## src/sv/nrts_pkg.sv

```systemverilog
// ----------------------------------------------------------------------------
// nrts_pkg
// Types and constants shared by the nearest radar target select block.
// ----------------------------------------------------------------------------
package nrts_pkg;

  localparam int unsigned MaxTargets = 20;
  localparam int unsigned CountW     = $clog2(MaxTargets + 1);

  localparam int unsigned CfgIdxW  = 8;
  localparam int unsigned CfgDataW = 16;

  localparam logic [15:0] MaxDistanceRst      = 16'd500;
  localparam logic [6:0]  SideAngleLimitRst   = 7'd45;
  localparam logic [6:0]  CenterAngleLimitRst = 7'd10;
  localparam logic [7:0]  SpeedCeilingRst     = 8'd250;
  localparam logic [15:0] BestDistanceRst     = 16'hFFFF;

  typedef enum logic [CfgIdxW-1:0] {
    CfgMaxDistance      = 8'd0,
    CfgSideAngleLimit   = 8'd1,
    CfgCenterAngleLimit = 8'd2,
    CfgSpeedCeiling     = 8'd3
  } cfg_reg_e;

  typedef enum logic [1:0] {
    DirNone   = 2'd0,
    DirCenter = 2'd1,
    DirLeft   = 2'd2,
    DirRight  = 2'd3
  } dir_e;

  typedef struct packed {
    logic [15:0] max_distance;
    logic [6:0]  side_angle_limit;
    logic [6:0]  center_angle_limit;
    logic [7:0]  speed_ceiling;
  } cfg_t;

  typedef struct packed {
    logic               valid;
    logic [15:0]        distance;
    logic signed [7:0]  angle;
    logic signed [15:0] speed;
    logic [4:0]         position;
  } best_t;

  localparam best_t BestRst = '{
    valid:    1'b0,
    distance: BestDistanceRst,
    angle:    8'sd0,
    speed:    16'sd0,
    position: 5'd0
  };

endpackage

```

## src/sv/nrts_if.sv

```systemverilog
// ----------------------------------------------------------------------------
// nrts interfaces
// Target input, result output and configuration write channels.
// ----------------------------------------------------------------------------
interface nrts_in_if;
  logic               valid;
  logic               ready;
  logic               present;
  logic signed [7:0]  angle;
  logic [15:0]        distance;
  logic signed [15:0] speed;
  logic               last;

  modport source (output valid, present, angle, distance, speed, last, input ready);
  modport sink   (input valid, present, angle, distance, speed, last, output ready);
endinterface

interface nrts_out_if;
  logic       valid;
  logic       ready;
  logic       found;
  logic [4:0] chosen_index;
  logic [1:0] direction;
  logic [7:0] speed_magnitude;

  modport source (output valid, found, chosen_index, direction, speed_magnitude,
                  input ready);
  modport sink   (input valid, found, chosen_index, direction, speed_magnitude,
                  output ready);
endinterface

interface nrts_cfg_if;
  logic                          valid;
  logic                          ready;
  logic [nrts_pkg::CfgIdxW-1:0]  index;
  logic [nrts_pkg::CfgDataW-1:0] data;

  modport source (output valid, index, data, input ready);
  modport sink   (input valid, index, data, output ready);
endinterface

```

## src/sv/nrts_cfg.sv

```systemverilog
// ----------------------------------------------------------------------------
// nrts_cfg
// Configuration register file for the target selector.
// ----------------------------------------------------------------------------
module nrts_cfg (
  input  logic                          clk_i,
  input  logic                          rst_ni,
  input  logic                          wr_i,
  input  logic [nrts_pkg::CfgIdxW-1:0]  index_i,
  input  logic [nrts_pkg::CfgDataW-1:0] data_i,
  output nrts_pkg::cfg_t                cfg_o
);

  nrts_pkg::cfg_t cfg_q, cfg_d;

  always_comb begin
    cfg_d = cfg_q;
    if (wr_i) begin
      unique case (index_i)
        nrts_pkg::CfgMaxDistance:      cfg_d.max_distance       = data_i[15:0];
        nrts_pkg::CfgSideAngleLimit:   cfg_d.side_angle_limit   = data_i[6:0];
        nrts_pkg::CfgCenterAngleLimit: cfg_d.center_angle_limit = data_i[6:0];
        nrts_pkg::CfgSpeedCeiling:     cfg_d.speed_ceiling      = data_i[7:0];
        default: ;
      endcase
    end
  end

  always_ff @(posedge clk_i or negedge rst_ni) begin
    if (!rst_ni) begin
      cfg_q.max_distance       <= nrts_pkg::MaxDistanceRst;
      cfg_q.side_angle_limit   <= nrts_pkg::SideAngleLimitRst;
      cfg_q.center_angle_limit <= nrts_pkg::CenterAngleLimitRst;
      cfg_q.speed_ceiling      <= nrts_pkg::SpeedCeilingRst;
    end else begin
      cfg_q <= cfg_d;
    end
  end

  assign cfg_o = cfg_q;

endmodule

```

## src/sv/nrts_track.sv

```systemverilog
// ----------------------------------------------------------------------------
// nrts_track
// Running nearest target of the current frame and the frame position count.
// ----------------------------------------------------------------------------
module nrts_track (
  input  logic               clk_i,
  input  logic               rst_ni,
  input  logic               accept_i,
  input  logic               present_i,
  input  logic signed [7:0]  angle_i,
  input  logic [15:0]        distance_i,
  input  logic signed [15:0] speed_i,
  input  logic               last_i,
  input  nrts_pkg::cfg_t     cfg_i,
  output nrts_pkg::best_t    best_o
);

  logic [nrts_pkg::CountW-1:0] count_q, count_d;
  nrts_pkg::best_t             best_q, best_d;
  logic                        in_window;
  logic [7:0]                  abs_angle;
  logic                        take;

  assign in_window = present_i && (count_q < nrts_pkg::CountW'(nrts_pkg::MaxTargets));
  assign abs_angle = angle_i[7] ? 8'(-angle_i) : 8'(angle_i);
  assign take = in_window && (distance_i != 16'd0) &&
                (distance_i <= cfg_i.max_distance) &&
                (abs_angle <= {1'b0, cfg_i.side_angle_limit}) &&
                (!best_q.valid || (distance_i < best_q.distance));

  // best including the current word, also used for the report
  always_comb begin
    best_d  = best_q;
    count_d = count_q;
    if (take) begin
      best_d.valid    = 1'b1;
      best_d.distance = distance_i;
      best_d.angle    = angle_i;
      best_d.speed    = speed_i;
      best_d.position = 5'(count_q);
    end
    if (in_window) begin
      count_d = count_q + nrts_pkg::CountW'(1);
    end
  end

  always_ff @(posedge clk_i or negedge rst_ni) begin
    if (!rst_ni) begin
      count_q  <= '0;
      best_q   <= nrts_pkg::BestRst;
    end else if (accept_i) begin
      if (last_i) begin
        count_q  <= '0;
        best_q   <= nrts_pkg::BestRst;
      end else begin
        count_q <= count_d;
        best_q  <= best_d;
      end
    end
  end

  assign best_o = best_d;

endmodule

```

## src/sv/nrts_report.sv

```systemverilog
// ----------------------------------------------------------------------------
// nrts_report
// Builds the frame result from the chosen target and holds it in the output
// register until it is taken.
// ----------------------------------------------------------------------------
module nrts_report (
  input  logic            clk_i,
  input  logic            rst_ni,
  input  logic            load_i,
  input  nrts_pkg::best_t best_i,
  input  nrts_pkg::cfg_t  cfg_i,
  input  logic            out_ready_i,
  output logic            out_valid_o,
  output logic            found_o,
  output logic [4:0]      chosen_index_o,
  output logic [1:0]      direction_o,
  output logic [7:0]      speed_magnitude_o,
  output logic            full_o
);

  logic        valid_q, valid_d;
  logic        found_q;
  logic [4:0]  index_q, index_d;
  logic [1:0]  dir_q;
  logic [7:0]  mag_q, mag_d;
  nrts_pkg::dir_e dir_d;
  logic [7:0]  abs_angle;
  logic [15:0] abs_speed;

  assign abs_angle = best_i.angle[7] ? 8'(-best_i.angle) : 8'(best_i.angle);
  assign abs_speed = best_i.speed[15] ? 16'(-best_i.speed) : 16'(best_i.speed);

  always_comb begin
    index_d = '0;
    dir_d   = nrts_pkg::DirNone;
    mag_d   = '0;
    if (best_i.valid) begin
      index_d = best_i.position;
      if (abs_angle <= {1'b0, cfg_i.center_angle_limit}) begin
        dir_d = nrts_pkg::DirCenter;
      end else if (best_i.angle[7]) begin
        dir_d = nrts_pkg::DirLeft;
      end else begin
        dir_d = nrts_pkg::DirRight;
      end
      mag_d = (abs_speed > {8'd0, cfg_i.speed_ceiling}) ? cfg_i.speed_ceiling
                                                         : abs_speed[7:0];
    end
  end

  always_comb begin
    valid_d = valid_q;
    if (load_i) begin
      valid_d = 1'b1;
    end else if (out_ready_i) begin
      valid_d = 1'b0;
    end
  end

  always_ff @(posedge clk_i or negedge rst_ni) begin
    if (!rst_ni) begin
      valid_q <= 1'b0;
    end else begin
      valid_q <= valid_d;
    end
  end

  always_ff @(posedge clk_i) begin
    if (load_i) begin
      found_q <= best_i.valid;
      index_q <= index_d;
      dir_q   <= dir_d;
      mag_q   <= mag_d;
    end
  end

  assign out_valid_o       = valid_q;
  assign found_o           = found_q;
  assign chosen_index_o    = index_q;
  assign direction_o       = dir_q;
  assign speed_magnitude_o = mag_q;
  assign full_o            = valid_q && !out_ready_i;

endmodule

```

## src/sv/nearest_radar_target_select_core.sv

```systemverilog
// ----------------------------------------------------------------------------
// nearest_radar_target_select_core
// Picks the nearest accepted radar target of each frame and reports it.
// ----------------------------------------------------------------------------
// One target word is taken every clock cycle while input ready is high. The
// running nearest target is updated by a single compare stage in the same
// cycle, and the result of a frame is loaded into the output register in the
// cycle after its last word is accepted. Input ready drops only while that
// register holds a result that is not taken; no clearing pass follows reset.
module nearest_radar_target_select_core (
  input  logic             clk_i,
  input  logic             rst_ni,
  nrts_in_if.sink          in_i,
  nrts_out_if.source       out_o,
  nrts_cfg_if.sink         cfg_i
);

  nrts_pkg::cfg_t  cfg;
  nrts_pkg::best_t best;
  logic            in_accept;
  logic            out_full;

  assign cfg_i.ready = 1'b1;
  assign in_i.ready  = !out_full;
  assign in_accept   = in_i.valid && in_i.ready;

  nrts_cfg u_cfg (
    .clk_i   (clk_i),
    .rst_ni  (rst_ni),
    .wr_i    (cfg_i.valid),
    .index_i (cfg_i.index),
    .data_i  (cfg_i.data),
    .cfg_o   (cfg)
  );

  nrts_track u_track (
    .clk_i      (clk_i),
    .rst_ni     (rst_ni),
    .accept_i   (in_accept),
    .present_i  (in_i.present),
    .angle_i    (in_i.angle),
    .distance_i (in_i.distance),
    .speed_i    (in_i.speed),
    .last_i     (in_i.last),
    .cfg_i      (cfg),
    .best_o     (best)
  );

  nrts_report u_report (
    .clk_i             (clk_i),
    .rst_ni            (rst_ni),
    .load_i            (in_accept && in_i.last),
    .best_i            (best),
    .cfg_i             (cfg),
    .out_ready_i       (out_o.ready),
    .out_valid_o       (out_o.valid),
    .found_o           (out_o.found),
    .chosen_index_o    (out_o.chosen_index),
    .direction_o       (out_o.direction),
    .speed_magnitude_o (out_o.speed_magnitude),
    .full_o            (out_full)
  );

endmodule

```

## src/flat_wrapper.sv

```systemverilog
// flat-port wrapper written by rule: the top's interface ports become plain ports
module nearest_radar_target_select_core_flat 
  (clk_i, rst_ni, in_i_valid, in_i_present, in_i_angle, in_i_distance, in_i_speed, in_i_last, in_i_ready, out_o_valid, out_o_found, out_o_chosen_index, out_o_direction, out_o_speed_magnitude, out_o_ready, cfg_i_valid, cfg_i_index, cfg_i_data, cfg_i_ready);
  nrts_in_if in_i_i ();
  nrts_out_if out_o_i ();
  nrts_cfg_if cfg_i_i ();
  input  logic clk_i;
  input  logic rst_ni;
  input wire logic [$bits(in_i_i.valid)-1:0] in_i_valid;
  input wire logic [$bits(in_i_i.present)-1:0] in_i_present;
  input wire logic [$bits(in_i_i.angle)-1:0] in_i_angle;
  input wire logic [$bits(in_i_i.distance)-1:0] in_i_distance;
  input wire logic [$bits(in_i_i.speed)-1:0] in_i_speed;
  input wire logic [$bits(in_i_i.last)-1:0] in_i_last;
  output wire logic [$bits(in_i_i.ready)-1:0] in_i_ready;
  output wire logic [$bits(out_o_i.valid)-1:0] out_o_valid;
  output wire logic [$bits(out_o_i.found)-1:0] out_o_found;
  output wire logic [$bits(out_o_i.chosen_index)-1:0] out_o_chosen_index;
  output wire logic [$bits(out_o_i.direction)-1:0] out_o_direction;
  output wire logic [$bits(out_o_i.speed_magnitude)-1:0] out_o_speed_magnitude;
  input wire logic [$bits(out_o_i.ready)-1:0] out_o_ready;
  input wire logic [$bits(cfg_i_i.valid)-1:0] cfg_i_valid;
  input wire logic [$bits(cfg_i_i.index)-1:0] cfg_i_index;
  input wire logic [$bits(cfg_i_i.data)-1:0] cfg_i_data;
  output wire logic [$bits(cfg_i_i.ready)-1:0] cfg_i_ready;
  assign in_i_i.valid = in_i_valid;
  assign in_i_i.present = in_i_present;
  assign in_i_i.angle = in_i_angle;
  assign in_i_i.distance = in_i_distance;
  assign in_i_i.speed = in_i_speed;
  assign in_i_i.last = in_i_last;
  assign in_i_ready = in_i_i.ready;
  assign out_o_valid = out_o_i.valid;
  assign out_o_found = out_o_i.found;
  assign out_o_chosen_index = out_o_i.chosen_index;
  assign out_o_direction = out_o_i.direction;
  assign out_o_speed_magnitude = out_o_i.speed_magnitude;
  assign out_o_i.ready = out_o_ready;
  assign cfg_i_i.valid = cfg_i_valid;
  assign cfg_i_i.index = cfg_i_index;
  assign cfg_i_i.data = cfg_i_data;
  assign cfg_i_ready = cfg_i_i.ready;
  nearest_radar_target_select_core u_core (.clk_i(clk_i), .rst_ni(rst_ni), .in_i(in_i_i), .out_o(out_o_i), .cfg_i(cfg_i_i));
endmodule
```

## config.mk

```make
export PLATFORM = sky130hd
export DESIGN_NAME = nearest_radar_target_select_core_flat
export DESIGN_NICKNAME = d
export VERILOG_FILES = /design/src/sv/nrts_pkg.sv /design/src/sv/nrts_if.sv /design/src/sv/nrts_cfg.sv /design/src/sv/nrts_track.sv /design/src/sv/nrts_report.sv /design/src/sv/nearest_radar_target_select_core.sv /design/src/flat_wrapper.sv
export SDC_FILE = /design/constraint.sdc
export NUM_CORES = 1
export LEC_CHECK = 0
export ABC_AREA = 1
export BUFFER_PORTS_ARGS = -buffer_cell sky130_fd_sc_hd__buf_2
export CELL_PAD_IN_SITES_DETAIL_PLACEMENT = 1
export CELL_PAD_IN_SITES_GLOBAL_PLACEMENT = 1
export CORE_MARGIN = 10
export CORE_UTILIZATION = 25
export DETAILED_ROUTE_END_ITERATION = 8
export GPL_TIMING_DRIVEN = 0
export HOLD_SLACK_MARGIN = 0.15
export PLACE_DENSITY_LB_ADDON = 0.3
export SLEW_MARGIN = 20
export SYNTH_ARGS = -nofsm -noshare
export SYNTH_HDL_FRONTEND = slang
export SYNTH_SLANG_ARGS = --single-unit
```

## constraint.sdc

```tcl
create_clock -name clk_i -period 4.7 [get_ports clk_i]
set_input_delay 0.705 -clock clk_i [delete_from_list [all_inputs] [get_ports clk_i]]
set_output_delay 0.705 -clock clk_i [all_outputs]
set_load 0.02 [all_outputs]
```

### After elaboration in Yosys (flattened, before gate mapping)

Cells that the tools add are included.

* flip-flop bits (word level): 106

* bitwise logic cells: 1
* equality and inequality tests: 3
* mux-type cells: 12
* magnitude comparators: 6
* add/sub/neg operators: 4
* reductions and logical operators: 24

Operator list (number)
* $mux W46: 2
* $mux W8: 3
* $eq A8 B2 Y1 const B: 2
* $gt A16 B8 Y1: 1
* $le A16 B16 Y1: 1
* $le A8 B7 Y1: 2
* $lt A16 B16 Y1: 1
* $mux W16: 1
* $neg A16 Y16: 1
* $neg A8 Y8: 2
* $reduce_bool A16 Y1: 1
* $reduce_and A2 Y1: 6
* $mux W5: 2
* $eq A8 B1 Y1 const B: 1
* $logic_and A1 B1 Y1: 8
* $logic_not A8 Y1: 1
* $reduce_bool A2 Y1: 3
* $add A5 B1 Y5 const B: 1
* $lt A5 B5 Y1 const B: 1
* $mux W1: 4
* $logic_not A1 Y1: 3
* $reduce_or A2 Y1: 1
* $logic_or A1 B1 Y1: 1
* $not A1 Y1: 1

### Longest topological paths before layout

Gate-level depths: netlist of the first run.

* word-level depth: 11
* depth in mapped cells: 41
* mapped depth without buffers: 39

### By module

From an unflattened synthesis of the first run, not the netlist that was laid out.

* cell total of the unflattened synthesis: 1096
* area total of the unflattened synthesis: 7928.9 um^2

Modules (own cells, without submodules)
* nrts_track: instances 1, seq. area each 1296.2 um^2, area each 4295.4 um^2, cells each 625
* nrts_report: instances 1, seq. area each 505.5 um^2, area each 1918.1 um^2, cells each 282
* nrts_cfg: instances 1, seq. area each 973.4 um^2, area each 1680.4 um^2, cells each 182
* nearest_radar_target_select_core: instances 1, seq. area each 0.0 um^2, area each 35.0 um^2, cells each 7

### Least setup slack after synthesis of the first run

Ideal clock, no wire load.

* path type: input to register
* start point: input port in_i_angle[0]
* end point: register u_core.u_report.mag_q[3] (netlist: u_core.u_report.speed_magnitude_o[3]) (data pin)
* setup slack: -297 ps
* cell stages on the path: 33
* arrival time: 4745 ps
* required time: 4447 ps
* setup time: 253 ps
* path through: inv_1 > ha_1 > inv_1 > nor3_1 > nor2_1 > xor2_1 > ha_1 > nand2_1 > nor2_1 > nand4_1 > a21oi_4 > nand3_4 > buf_6 > o21ai_4 > inv_1 > ha_1 > or2_2 > xor2_1 > inv_1 > ha_1 > nand2_1 > o21ai_0 > nand2_1 > o211ai_1 > a22oi_1 > nand2_1 > nor2_1 > nand3_2 > nor2_4 > buf_6 > nand2_1 > nand2_1 > nor2_1

* word-level cells in the longest chain between the ends: 10

RTL lines
* from (decl): RTL line flat_wrapper.sv:11 `input wire logic [$bits(in_i_i.angle)-1:0] in_i_angle;`
* $neg A8 Y8: RTL line nrts_track.sv:25 `assign abs_angle = angle_i[7] ? 8'(-angle_i) : 8'(angle_i);`
* $mux W8 (*): RTL line nrts_track.sv:25
* $le A8 B7 Y1 (*): RTL line nrts_track.sv:28 `(abs_angle <= {1'b0, cfg_i.side_angle_limit}) &&`
* $logic_and A1 B1 Y1 (*): RTL line nrts_track.sv:27 `(distance_i <= cfg_i.max_distance) &&`
* $logic_and A1 B1 Y1 (*): RTL line nrts_track.sv:28
* $mux W46 (*): RTL line nrts_track.sv:35 `if (take) begin`
* $neg A16 Y16: RTL line nrts_report.sv:31 `assign abs_speed = best_i.speed[15] ? 16'(-best_i.speed) : 16'(best_i.speed);`
* $mux W16: RTL line nrts_report.sv:31
* $gt A16 B8 Y1: RTL line nrts_report.sv:46 `mag_d = (abs_speed > {8'd0, cfg_i.speed_ceiling}) ? cfg_i.speed_ceiling`
* $mux W8: RTL line nrts_report.sv:46
* to (signal assigned): RTL line nrts_report.sv:73 `mag_q <= mag_d;`
* to (decl): RTL line nrts_report.sv:25 `logic [7:0] mag_q, mag_d;`

Mark *: on every way between the ends. The rest lies on a longest branch, timed or not. The select of a mux whose other input is x is not followed.
A chain may end at the register's enable or synchronous reset.

### Worst setup path in the final report of the first run

* start point: input port in_i_angle[0]
* end point: register u_core.u_report.mag_q[2] (netlist: u_core.u_report.speed_magnitude_o[2]) (data pin)

The elaborated chain is that of the path after synthesis.

==> qor.yml, run 1 <==
period_share_pct: 111
finalCriticalPeriod_ns: 5.20
grt_pass1_wl_mm: 34.4
final_antenna_net_count: 0
grt_max_degree: 50
tightestPinTransition_ns: 0.726
critical_path.most_common_cell: "nand2_1"
setup_tns_ns: -3.76
netlist_top_cells_count: "185 x nand2_1, 153 x inv_1, 77 x o21ai_0"
die_area_um2: 34600
outcome: "finished, violations left"
clk_path_buf_depth: 2
io_pins: 90
htree_levels: 3
synth_ff_type: "dfrtp_1"
syn2layout_area_growth_pct: 31.8
yosys.area_share.simple_pct: 20.9
grt_pass1_vias: 6441
yosysTopAreaCell: "dfrtp_1"
postSynthAreaPerCell_um2: 7.93
core_area_um2: 27000
antenna_found_initial: 1
crit_path_max_incr_delay_ns: 0.27
end_kind: "flip-flop"
layout_setup_ws_ns: -0.501
post-route-drc-count: 0
vias: 6167
setup_violations: 9
gr-total-overflow: 0
cp_max_fo: 5
p_per_area_nw_per_um2: 316
synth_cell_types: 45
drive_gt1_share_pct: 31.8
cts_sinks: 106
worst_hold_slack_ns: 0.245
slowest_stage: "a21oi_4"
synth_most_common_cell: "nand2_1"
netlist_area_um2: 6890
synth_cells: 869
required_ns: 4.82
fp-row-count: 60
hp-class: "in2async"
power.leakage_nw: 4.44
synthMuxAreaShare_pct: 1.45
rsz0062_at_grt: "true"
postCtsHoldBufs: 0
numCtsBuffers: 9
fp.dieW_um: 186
ys_warn_count: 0
place_congestion: 0.799
final_util_pct: 33.6
ir_worst_vdd_mv: 0.215
finalHoldViolCount: 0
synth_compound_area_share_pct: 14.2
avgRoutedWirePerCell_um: 16.3
die_h_um: 186
dp_slack_ns: -1.41
grt_use_total_pct: 12.8
failed_checks: "setup timing"
crit_path_start_kind: "input port"
initial_core_util_pct: 25.5
synth_xor_area_share_pct: 1.91
finalClockSkew_ns: 0.0167
max_freq_mhz: 192
maxCapViolCount: 0
synth_top_family_by_area: "simple AND/OR/NAND/NOR gates"
syn-num-nets: 997
root_buffer: "clkbuf_16"
drtIter0Drc: 281
relSlewSlack_pct: 51.4
synth-seq-area-share_pct: 40.3
io_buffer_count: 87
fin_cells: 1372
dp_hpwl_mm: 16.5
worst_setup_hold_path_clk_slew_ns: 0.09
wl_mm: 22.3
worstSetupPathType: "in2reg"
cts_tree: "done"
drt_first_pass_iters: 6
synth-adder-area-share_pct: 10.4
clkLatencyLatePin_ns: 0.37
dpl.cell_count: 1298
ys_async_sr_fraction_pct: 84.9
synth_edf_count: 16
final_nets: 1153
synth-seq-cells: 106
synth.area.top_cells: "dfrtp_1 20%, dfstp_2 13%, ha_1 10%, nand2_1 10%, inv_1 8.3%"
vias_per_cell: 4.49
report.final.slew_viol_count: 0
synth_top_cell_area_share_pct: 20.3
crit_arrival_ns: 5.32
sequential cells by signal (all words and copies together) (netlist names):
name / count
u_core.u_report.speed_magnitude_o: 8
u_core.u_report.chosen_index_o: 5
u_core.u_report.out_valid_o: 1
u_core.u_track.count_q: 5
u_core.u_report.found_o: 1
u_core.u_track.best_q: 46
u_core.u_cfg.cfg_o: 38
u_core.u_report.direction_o: 2
final timing paths:
path / start / slack [ns] / cells past startpoint / end
max reg2reg: u_core.u_cfg.cfg_o[18]$_DFFE_PN1P_ / -0.11 / 36 / u_core.u_report.speed_magnitude_o[2]$_SDFFCE_PP0P_
max in group asynchronous: rst_ni / 3.79 / 2 / u_core.u_cfg.cfg_o[3]$_DFFE_PN1P_
max: in_i_angle[0] / -0.50 / 40 / u_core.u_report.speed_magnitude_o[2]$_SDFFCE_PP0P_
min reg2reg: u_core.u_cfg.cfg_o[16]$_DFFE_PN0P_ / 0.49 / 2 / u_core.u_cfg.cfg_o[16]$_DFFE_PN0P_
min in group clk_i: u_core.u_cfg.cfg_o[16]$_DFFE_PN0P_ / 0.49 / 2 / u_core.u_cfg.cfg_o[16]$_DFFE_PN0P_
min: rst_ni / 0.24 / 1 / u_core.u_cfg.cfg_o[33]$_DFFE_PN0P_
critical path: cells and delay by family:
family                   cells  cell delay [ns]
AND/OR/NAND/NOR             23             2.15
adder cells (fa/ha/maj)      4             0.82
buffers and inverters        8             0.69
AO/OA/AOI/OAI                3             0.54
XOR/XNOR                     2             0.39
layout by cell type (no fill, tap or decap), drive strengths merged, types with 29 or more instances in the layout:
| cell type | instances |
|---|---|
| inv | 164 |
| o21ai | 86 |
| dfrtp | 56 |
| clkbuf | 29 |
| a21oi | 49 |
| dfstp | 34 |
| ha | 57 |
| nand2 | 200 |
| buf | 154 |
| nor2 | 63 |
power breakdown:
part	total, mW	switching [mW]	internal [mW]
Combinational	1.02	0.572	0.450
Clock	0.808	0.394	0.415
Sequential	1.04	0.0338	1.01
Total	2.87	0.999	1.87
final cells by class:
cell class | count | area [um^2]
Tap cell | 341 | 427
Clock inverter | 5 | 42.5
Inverter | 162 | 631
Clock buffer | 11 | 264
Multi-Input combinational cell | 574 | 3790
Fill cell | 3245 | 17900
Buffer | 27 | 179
Timing Repair Buffer | 145 | 968
Sequential cell | 106 | 2780
Antenna cell | 1 | 2.50
metrics by stage:
| stage | power, mW | instance area (um^2) |
|---|---|---|
| 2_1_floorplan | 1.56 | 6950 |
| 3_3_place_gp | 1.76 | 7810 |
| 3_5_place_dp | 1.79 | 7840 |
| 4_1_cts | 2.74 | 8610 |
| 5_1_grt | 3.07 | 9070 |
| 6_report | 2.87 | 9080 |
timing repair:
action | CTS | global route
gates resized for setup | 45 | 77
setup endpoints to repair | 10 | 10
cloned | 1 | 1
setup buffers | 39 | 17
pin swaps | 42 | 48
per-layer routing:
| layer | global-route usage (%) | part of all wire [%] | up-vias |
|---|---|---|---|
| li1 | - | - | 3114 |
| met1 | 16.1 | 45 | 2956 |
| met2 | 21.9 | 50 | 81 |
| met3 | 2.48 | 3.8 | 16 |
| met4 | 3.39 | 1.2 | 0 |
| met5 | 0 | 0 | - |
kinds of logic (layout without fill, tap and decap cells):
family | Yosys count | count (layout)
compound gates | 171 | 171
buf+inv | 189 | 350
fa+ha+maj | 57 | 57
mux | 9 | 9
simple gates | 321 | 321
xor+xnor | 15 | 15
flops | 106 | 106
other cells | 1 | 2
No activity file was read; power rests on OpenSTA's default activity.
==> run 2, diff against run 1 <==
- BUFFER_PORTS_ARGS: -buffer_cell sky130_fd_sc_hd__buf_2 -> -buffer_cell sky130_fd_sc_hd__buf_4
- clock period: 4.7 -> 6.73 ns (I/O delays scaled with it)
==> qor.yml, run 2 (same netlist as run 1, synthesis figures left out) <==
rsz0062_at_grt: "false"
cts_tree: "done"
finalCriticalPeriod_ns: 6.15
gr-total-overflow: 0  # unchanged
worst_setup_hold_path_clk_slew_ns: 0.08  # about the same
diodes: 0  # -1
cts_sinks: 106  # unchanged
vias_per_cell: 4.45  # -0.91%
avgRoutedWirePerCell_um: 15.5  # -4.8%
wl_mm: 20.3  # -8.9%
crit_path_max_incr_delay_ns: 0.45  # +0.18 ns
setup_violations: 0  # -9
initial_core_util_pct: 25.5  # unchanged
root_buffer: "clkbuf_16"
regMostFlops: "u_core.u_track.best_q"
comb_power_share_pct: 28.4  # -7.2 points
report.final.slew_viol_count: 0  # unchanged
final_cell_mix: "185 x nand2_1, 153 x inv_1, 87 x buf_4"
maxCapViolCount: 0  # unchanged
largest_register_ffs: 46  # unchanged
p_sw_share_pct: 33.7  # -1.1 points
ff2ff_setup_slack_ns: 1.54  # +1.65 ns
grt_pass1_wl_mm: 32.8  # -4.6%
worstSetupPathType: "in2reg"
numCtsBuffers: 9  # unchanged
final_common_cell: "nand2_1"
outcome: "finished clean"
p_per_area_nw_per_um2: 216  # -32%
p_clk_share_pct: 31.0  # +2.8 points
end_kind: "flip-flop"
relSlewSlack_pct: 41.9  # -9.5 points
fp.dieW_um: 186  # unchanged
final_antenna_net_count: 0  # unchanged
required_ns: 6.84  # +2.02 ns
vias: 5848  # -5.2%
cp_max_fo: 10  # +5
critical_path.most_common_cell: "nand2_1"
switchingPower_mw: 0.603  # -40%
power.leakage_nw: 4.12  # -7.3%
io_pins: 90  # unchanged
crit_path_start_kind: "input port"
finalPower_mw: 1.79  # -38%
io_buffer_count: 87  # unchanged
grt_use_total_pct: 12.2  # -0.62 points
post-route-drc-count: 0  # unchanged
dp_hpwl_mm: 16.0  # -2.9%
clk_path_buf_depth: 2  # unchanged
htree_levels: 3  # unchanged
finalHoldViolCount: 0  # unchanged
grt_pass1_vias: 6002  # -6.8%
fp-row-count: 60  # unchanged
die_area_um2: 34600  # unchanged
max_freq_mhz: 163
grt_max_degree: 91  # +82%
cts_resized: 0  # -100%
drive_gt1_share_pct: 20.7  # -11 points
drt_first_pass_iters: 4  # -2
p_int_mw: 1.19  # -37%
seq_power_share_pct: 40.6  # +4.3 points
period_share_pct: 91.4
drtIter0Drc: 296  # +5.3%
post_cts_buffers: 0  # -100%
antenna_found_initial: 0  # -1
place_congestion: 0.780  # -2.4%
postCtsHoldBufs: 0  # unchanged
ir_worst_vdd_mv: 0.120  # -44%
die_h_um: 186  # unchanged
crit_arrival_ns: 6.26  # +0.94 ns
tightestPinTransition_ns: 0.871  # +0.145 ns
setup_tns_ns: 0  # +3.76 ns
hp-class: "reg2reg"
clkLatencyLatePin_ns: 0.37  # about the same
slowest_stage: "a21oi_4"
final_util_pct: 30.6  # -3.0 points
syn2layout_area_growth_pct: 20.1
core_area_um2: 27000  # unchanged
finalClockSkew_ns: 0.0124  # -0.00428 ns
final_nets: 1095  # -5.0%
run 2: changes by cell type in the layout (fill, tap and decap cells not counted), moves of 10 or more:
cell and delta:
buf_2 -81, buf_4 +36, nand2_1 +16, nand2_2 -10, nor2_1 +11, o21ai_0 +11
run 2: final timing paths:
path                                                  startpoint                                                 end  depth (start not counted)
min in group asynchronous                                 rst_ni                  u_core.u_cfg.cfg_o[35]$_DFFE_PN0P_                          1
hold / removal             u_core.u_track.best_q[20]$_DFFE_PN0P_               u_core.u_track.best_q[20]$_DFFE_PN0P_                          2
hold reg to reg            u_core.u_track.best_q[20]$_DFFE_PN0P_               u_core.u_track.best_q[20]$_DFFE_PN0P_                          2
max in group asynchronous                                 rst_ni               u_core.u_track.best_q[17]$_DFFE_PN0P_                          1
setup reg to reg              u_core.u_cfg.cfg_o[18]$_DFFE_PN1P_  u_core.u_report.speed_magnitude_o[4]$_SDFFCE_PP0P_                         36
setup / recovery                                   in_i_angle[0]  u_core.u_report.speed_magnitude_o[4]$_SDFFCE_PP0P_                         37
run 2: cell type report:
class                      count  area (um^2)
fill                        3321        18700
multi-input combinational    574         3370
sequential                   106         2780
timing repair buffer          87          657
inverter                     162          608
tap                          341          427
clock buffer                  11          264
buffer                        27          141
clock inverter                 5         38.8
run 2: layer usage:
metal  GRT usage (%)  wire length [um]  share of wire (%)  vias to the layer above
met5               0                 0                  0                        -
met2            19.7              9410                 46                       75
met3            1.99               818                4.0                       14
met4            3.58               247                1.2                        0
li1                -                 -                  -                     3015
met1            16.2              9860                 48                     2744
run 2: critical path, delay by kind of cell:
kind | cells | cell delay (ns)
simple gates | 21 | 2.26
fa+ha+maj | 4 | 0.94
buf+inv | 7 | 0.85
compound gates | 3 | 0.75
xor+xnor | 2 | 0.42
run 2: through the flow:
step / hold slack (ns) / instances / setup WS [ns] / instance area (um^2)
after floorplan: 0.448 / 869 / 1.43 / 6890
after global placement: 0.467 / 1297 / 0.232 / 7970
after detailed placement: 0.478 / 1297 / 0.133 / 7970
after CTS: 0.496 / 1313 / 0.478 / 8280
after global routing: 0.511 / 1313 / 0.0864 / 8280
final: 0.492 / 1313 / 0.580 / 8280
run 2: power groups by stage:
stage          Sequential, mW  Combinational (mW)  Clock, mW
2_1_floorplan           0.738               0.347          0
3_3_place_gp            0.738               0.502          0
3_5_place_dp            0.739               0.513          0
4_1_cts                 0.727               0.517      0.575
5_1_grt                 0.733               0.587      0.600
6_report                0.726               0.508      0.556
==> run 3, diff against run 2 <==
- PLACE_DENSITY_LB_ADDON: 0.3 -> 0.1
- SKIP_LAST_GASP: default -> 1
==> qor.yml, run 3 (same netlist as run 1, synthesis figures left out) <==
dp_hpwl_mm: 16.7  # +4.1%
wl_mm: 21.4  # +5.1%
finalClockSkew_ns: 0.00973  # -0.00264 ns
worst_setup_hold_path_clk_slew_ns: 0.07  # about the same
fp.dieW_um: 186  # unchanged
crit_arrival_ns: 6.19  # -0.07 ns
place_congestion: 0.777  # -0.36%
end_kind: "flip-flop"
dp_slack_ns: 0.0355  # -0.0977 ns
antenna_found_initial: 0  # unchanged
finalCriticalPeriod_ns: 6.09  # -0.0599 ns
ir_worst_vdd_mv: 0.104  # -13%
tightestPinTransition_ns: 0.923  # +0.0521 ns
grt_max_degree: 91  # unchanged
final_nets: 1098  # +0.27%
die_area_um2: 34600  # unchanged
crit_path_max_incr_delay_ns: 0.29  # -0.16 ns
p_sw_share_pct: 32.9  # -0.82 points
drt_first_pass_iters: 4  # unchanged
fp-row-count: 60  # unchanged
p_int_mw: 1.21  # +2.1%
regMostFlops: "u_core.u_track.best_q"
finalHoldViolCount: 0  # unchanged
hp-class: "reg2reg"
vias_per_cell: 4.41  # -1.1%
outcome: "finished clean"
setup_tns_ns: 0  # unchanged
worstSetupPathType: "in2reg"
relSlewSlack_pct: 38.5  # -3.5 points
diodes: 0  # unchanged
p_clk_share_pct: 31.2  # +0.2 points
final_cell_mix: "185 x nand2_1, 153 x inv_1, 89 x buf_4"
io_pins: 90  # unchanged
grt_pass1_vias: 6328  # +5.4%
grt_pass1_wl_mm: 34.9  # +6.2%
core_area_um2: 27000  # unchanged
die_h_um: 186  # unchanged
final_common_cell: "nand2_1"
drtIter0Drc: 224  # -24%
grt_use_total_pct: 13.0  # +0.78 points
p_per_area_nw_per_um2: 217  # +0.29%
switchingPower_mw: 0.593  # -1.6%
final_antenna_net_count: 0  # unchanged
drive_gt1_share_pct: 20.8  # +0.14 points
vias: 5797  # -0.87%
largest_register_ffs: 46  # unchanged
comb_power_share_pct: 28.6  # +0.2 points
critical_path_buf_inv_count: 8  # +1
syn2layout_area_growth_pct: 20.8
layout_setup_ws_ns: 0.640  # +0.0599 ns
placed_area_um2: 8000  # +0.35%
cp_max_fo: 10  # unchanged
rsz0062_at_grt: "false"
io_buffer_count: 87  # unchanged
seq_power_share_pct: 40.3  # -0.3 points
clk_path_buf_depth: 2  # unchanged
gr-total-overflow: 0  # unchanged
crit_path_start_kind: "input port"
maxCapViolCount: 0  # unchanged
report.final.slew_viol_count: 0  # unchanged
setup_violations: 0  # unchanged
cts_resized: 0  # unchanged
required_ns: 6.83  # about the same
cts_sinks: 106  # unchanged
critical_path.most_common_cell: "nand2_1"
slowest_stage: "xor2_1"
ff2ff_setup_slack_ns: 1.59  # +0.05 ns
period_share_pct: 90.5  # -0.89 points
initial_core_util_pct: 25.5  # unchanged
numCtsBuffers: 9  # unchanged
avgRoutedWirePerCell_um: 16.2  # +4.9%
power.leakage_nw: 4.14  # +0.55%
cts_tree: "done"
post-route-drc-count: 0  # unchanged
htree_levels: 3  # unchanged
root_buffer: "clkbuf_16"
max_freq_mhz: 164  # +0.98%
fin_area_um2: 8320  # +0.56%
clkLatencyLatePin_ns: 0.36  # about the same
critical_path.top_delay_family: "simple AND/OR/NAND/NOR gates"
-- run 3: cell count changes in the layout (fill, tap and decap cells not counted) --
cell       before  now
inv_6           2    0
bufinv_16       0    1
clkinv_2        0    1
clkbuf_1       17   18
buf_16          0    1
buf_4          87   89
clkbuf_8        1    2
inv_4           2    1
clkbuf_16      10    9
-- run 3: area by class of cell --
| type | instances | area [um^2] |
|---|---|---|
| Buffer | 27 | 141 |
| Clock buffer | 12 | 256 |
| Clock inverter | 4 | 50.0 |
| Fill cell | 3291 | 18700 |
| Inverter | 162 | 608 |
| Multi-Input combinational cell | 574 | 3370 |
| Sequential cell | 106 | 2780 |
| Tap cell | 341 | 427 |
| Timing Repair Buffer | 90 | 699 |
-- run 3: path summary, 6_finish.rpt --
| check | start | end | cells after the start |
|---|---|---|---|
| setup / recovery | in_i_angle[0] | u_core.u_report.speed_magnitude_o[6]$_SDFFCE_PP0P_ | 40 |
| hold / removal | u_core.u_track.best_q[21]$_DFFE_PN0P_ | u_core.u_track.best_q[21]$_DFFE_PN0P_ | 2 |
| setup reg to reg | u_core.u_cfg.cfg_o[18]$_DFFE_PN1P_ | u_core.u_report.speed_magnitude_o[6]$_SDFFCE_PP0P_ | 36 |
| hold reg to reg | u_core.u_track.best_q[21]$_DFFE_PN0P_ | u_core.u_track.best_q[21]$_DFFE_PN0P_ | 2 |
| max in group asynchronous | rst_ni | u_core.u_cfg.cfg_o[22]$_DFFE_PN0P_ | 1 |
| min in group asynchronous | rst_ni | u_core.u_track.best_q[2]$_DFFE_PN0P_ | 1 |
-- run 3: metal layers --
metal	global-route usage (%)	vias to the layer above	routed length (um)
met5	0	-	0
met4	3.55	0	272
met3	1.79	16	624
met2	20.9	72	9780
met1	17.6	2710	10700
li1	-	2999	-
-- run 3: power groups by stage --
| stage | logic, mW | clock network [mW] | registers, mW |
|---|---|---|---|
| 2_1_floorplan | 0.347 | 0 | 0.738 |
| 3_3_place_gp | 0.515 | 0 | 0.739 |
| 3_5_place_dp | 0.524 | 0 | 0.740 |
| 4_1_cts | 0.528 | 0.590 | 0.728 |
| 5_1_grt | 0.603 | 0.610 | 0.734 |
| 6_report | 0.516 | 0.562 | 0.727 |
-- run 3: tightest hold or removal path, delay by kind of cell (launching register included) --
family	cells	cell delay [ns]
AOI/OAI and AO/OA	1	0.06
DFF	1	0.34
and+or+nand+nor	1	0.05
-- run 3: stage by stage --
stage                     std cells  utilization (%)  hold WS, ns  power (mW)
after floorplan                 869                -        0.448        1.08
after global placement         1297             29.5        0.468        1.25
final                          1316             30.8        0.488        1.81
after CTS                      1314             30.7        0.494        1.85
after detailed placement       1298             29.6        0.476        1.26
after global routing           1316             30.8        0.521        1.95
-- run 3: timing repair --
action                                  CTS  global route
hold buffers                              0             0
buffers inserted                          0             2
endpoints found under the setup margin    0             4
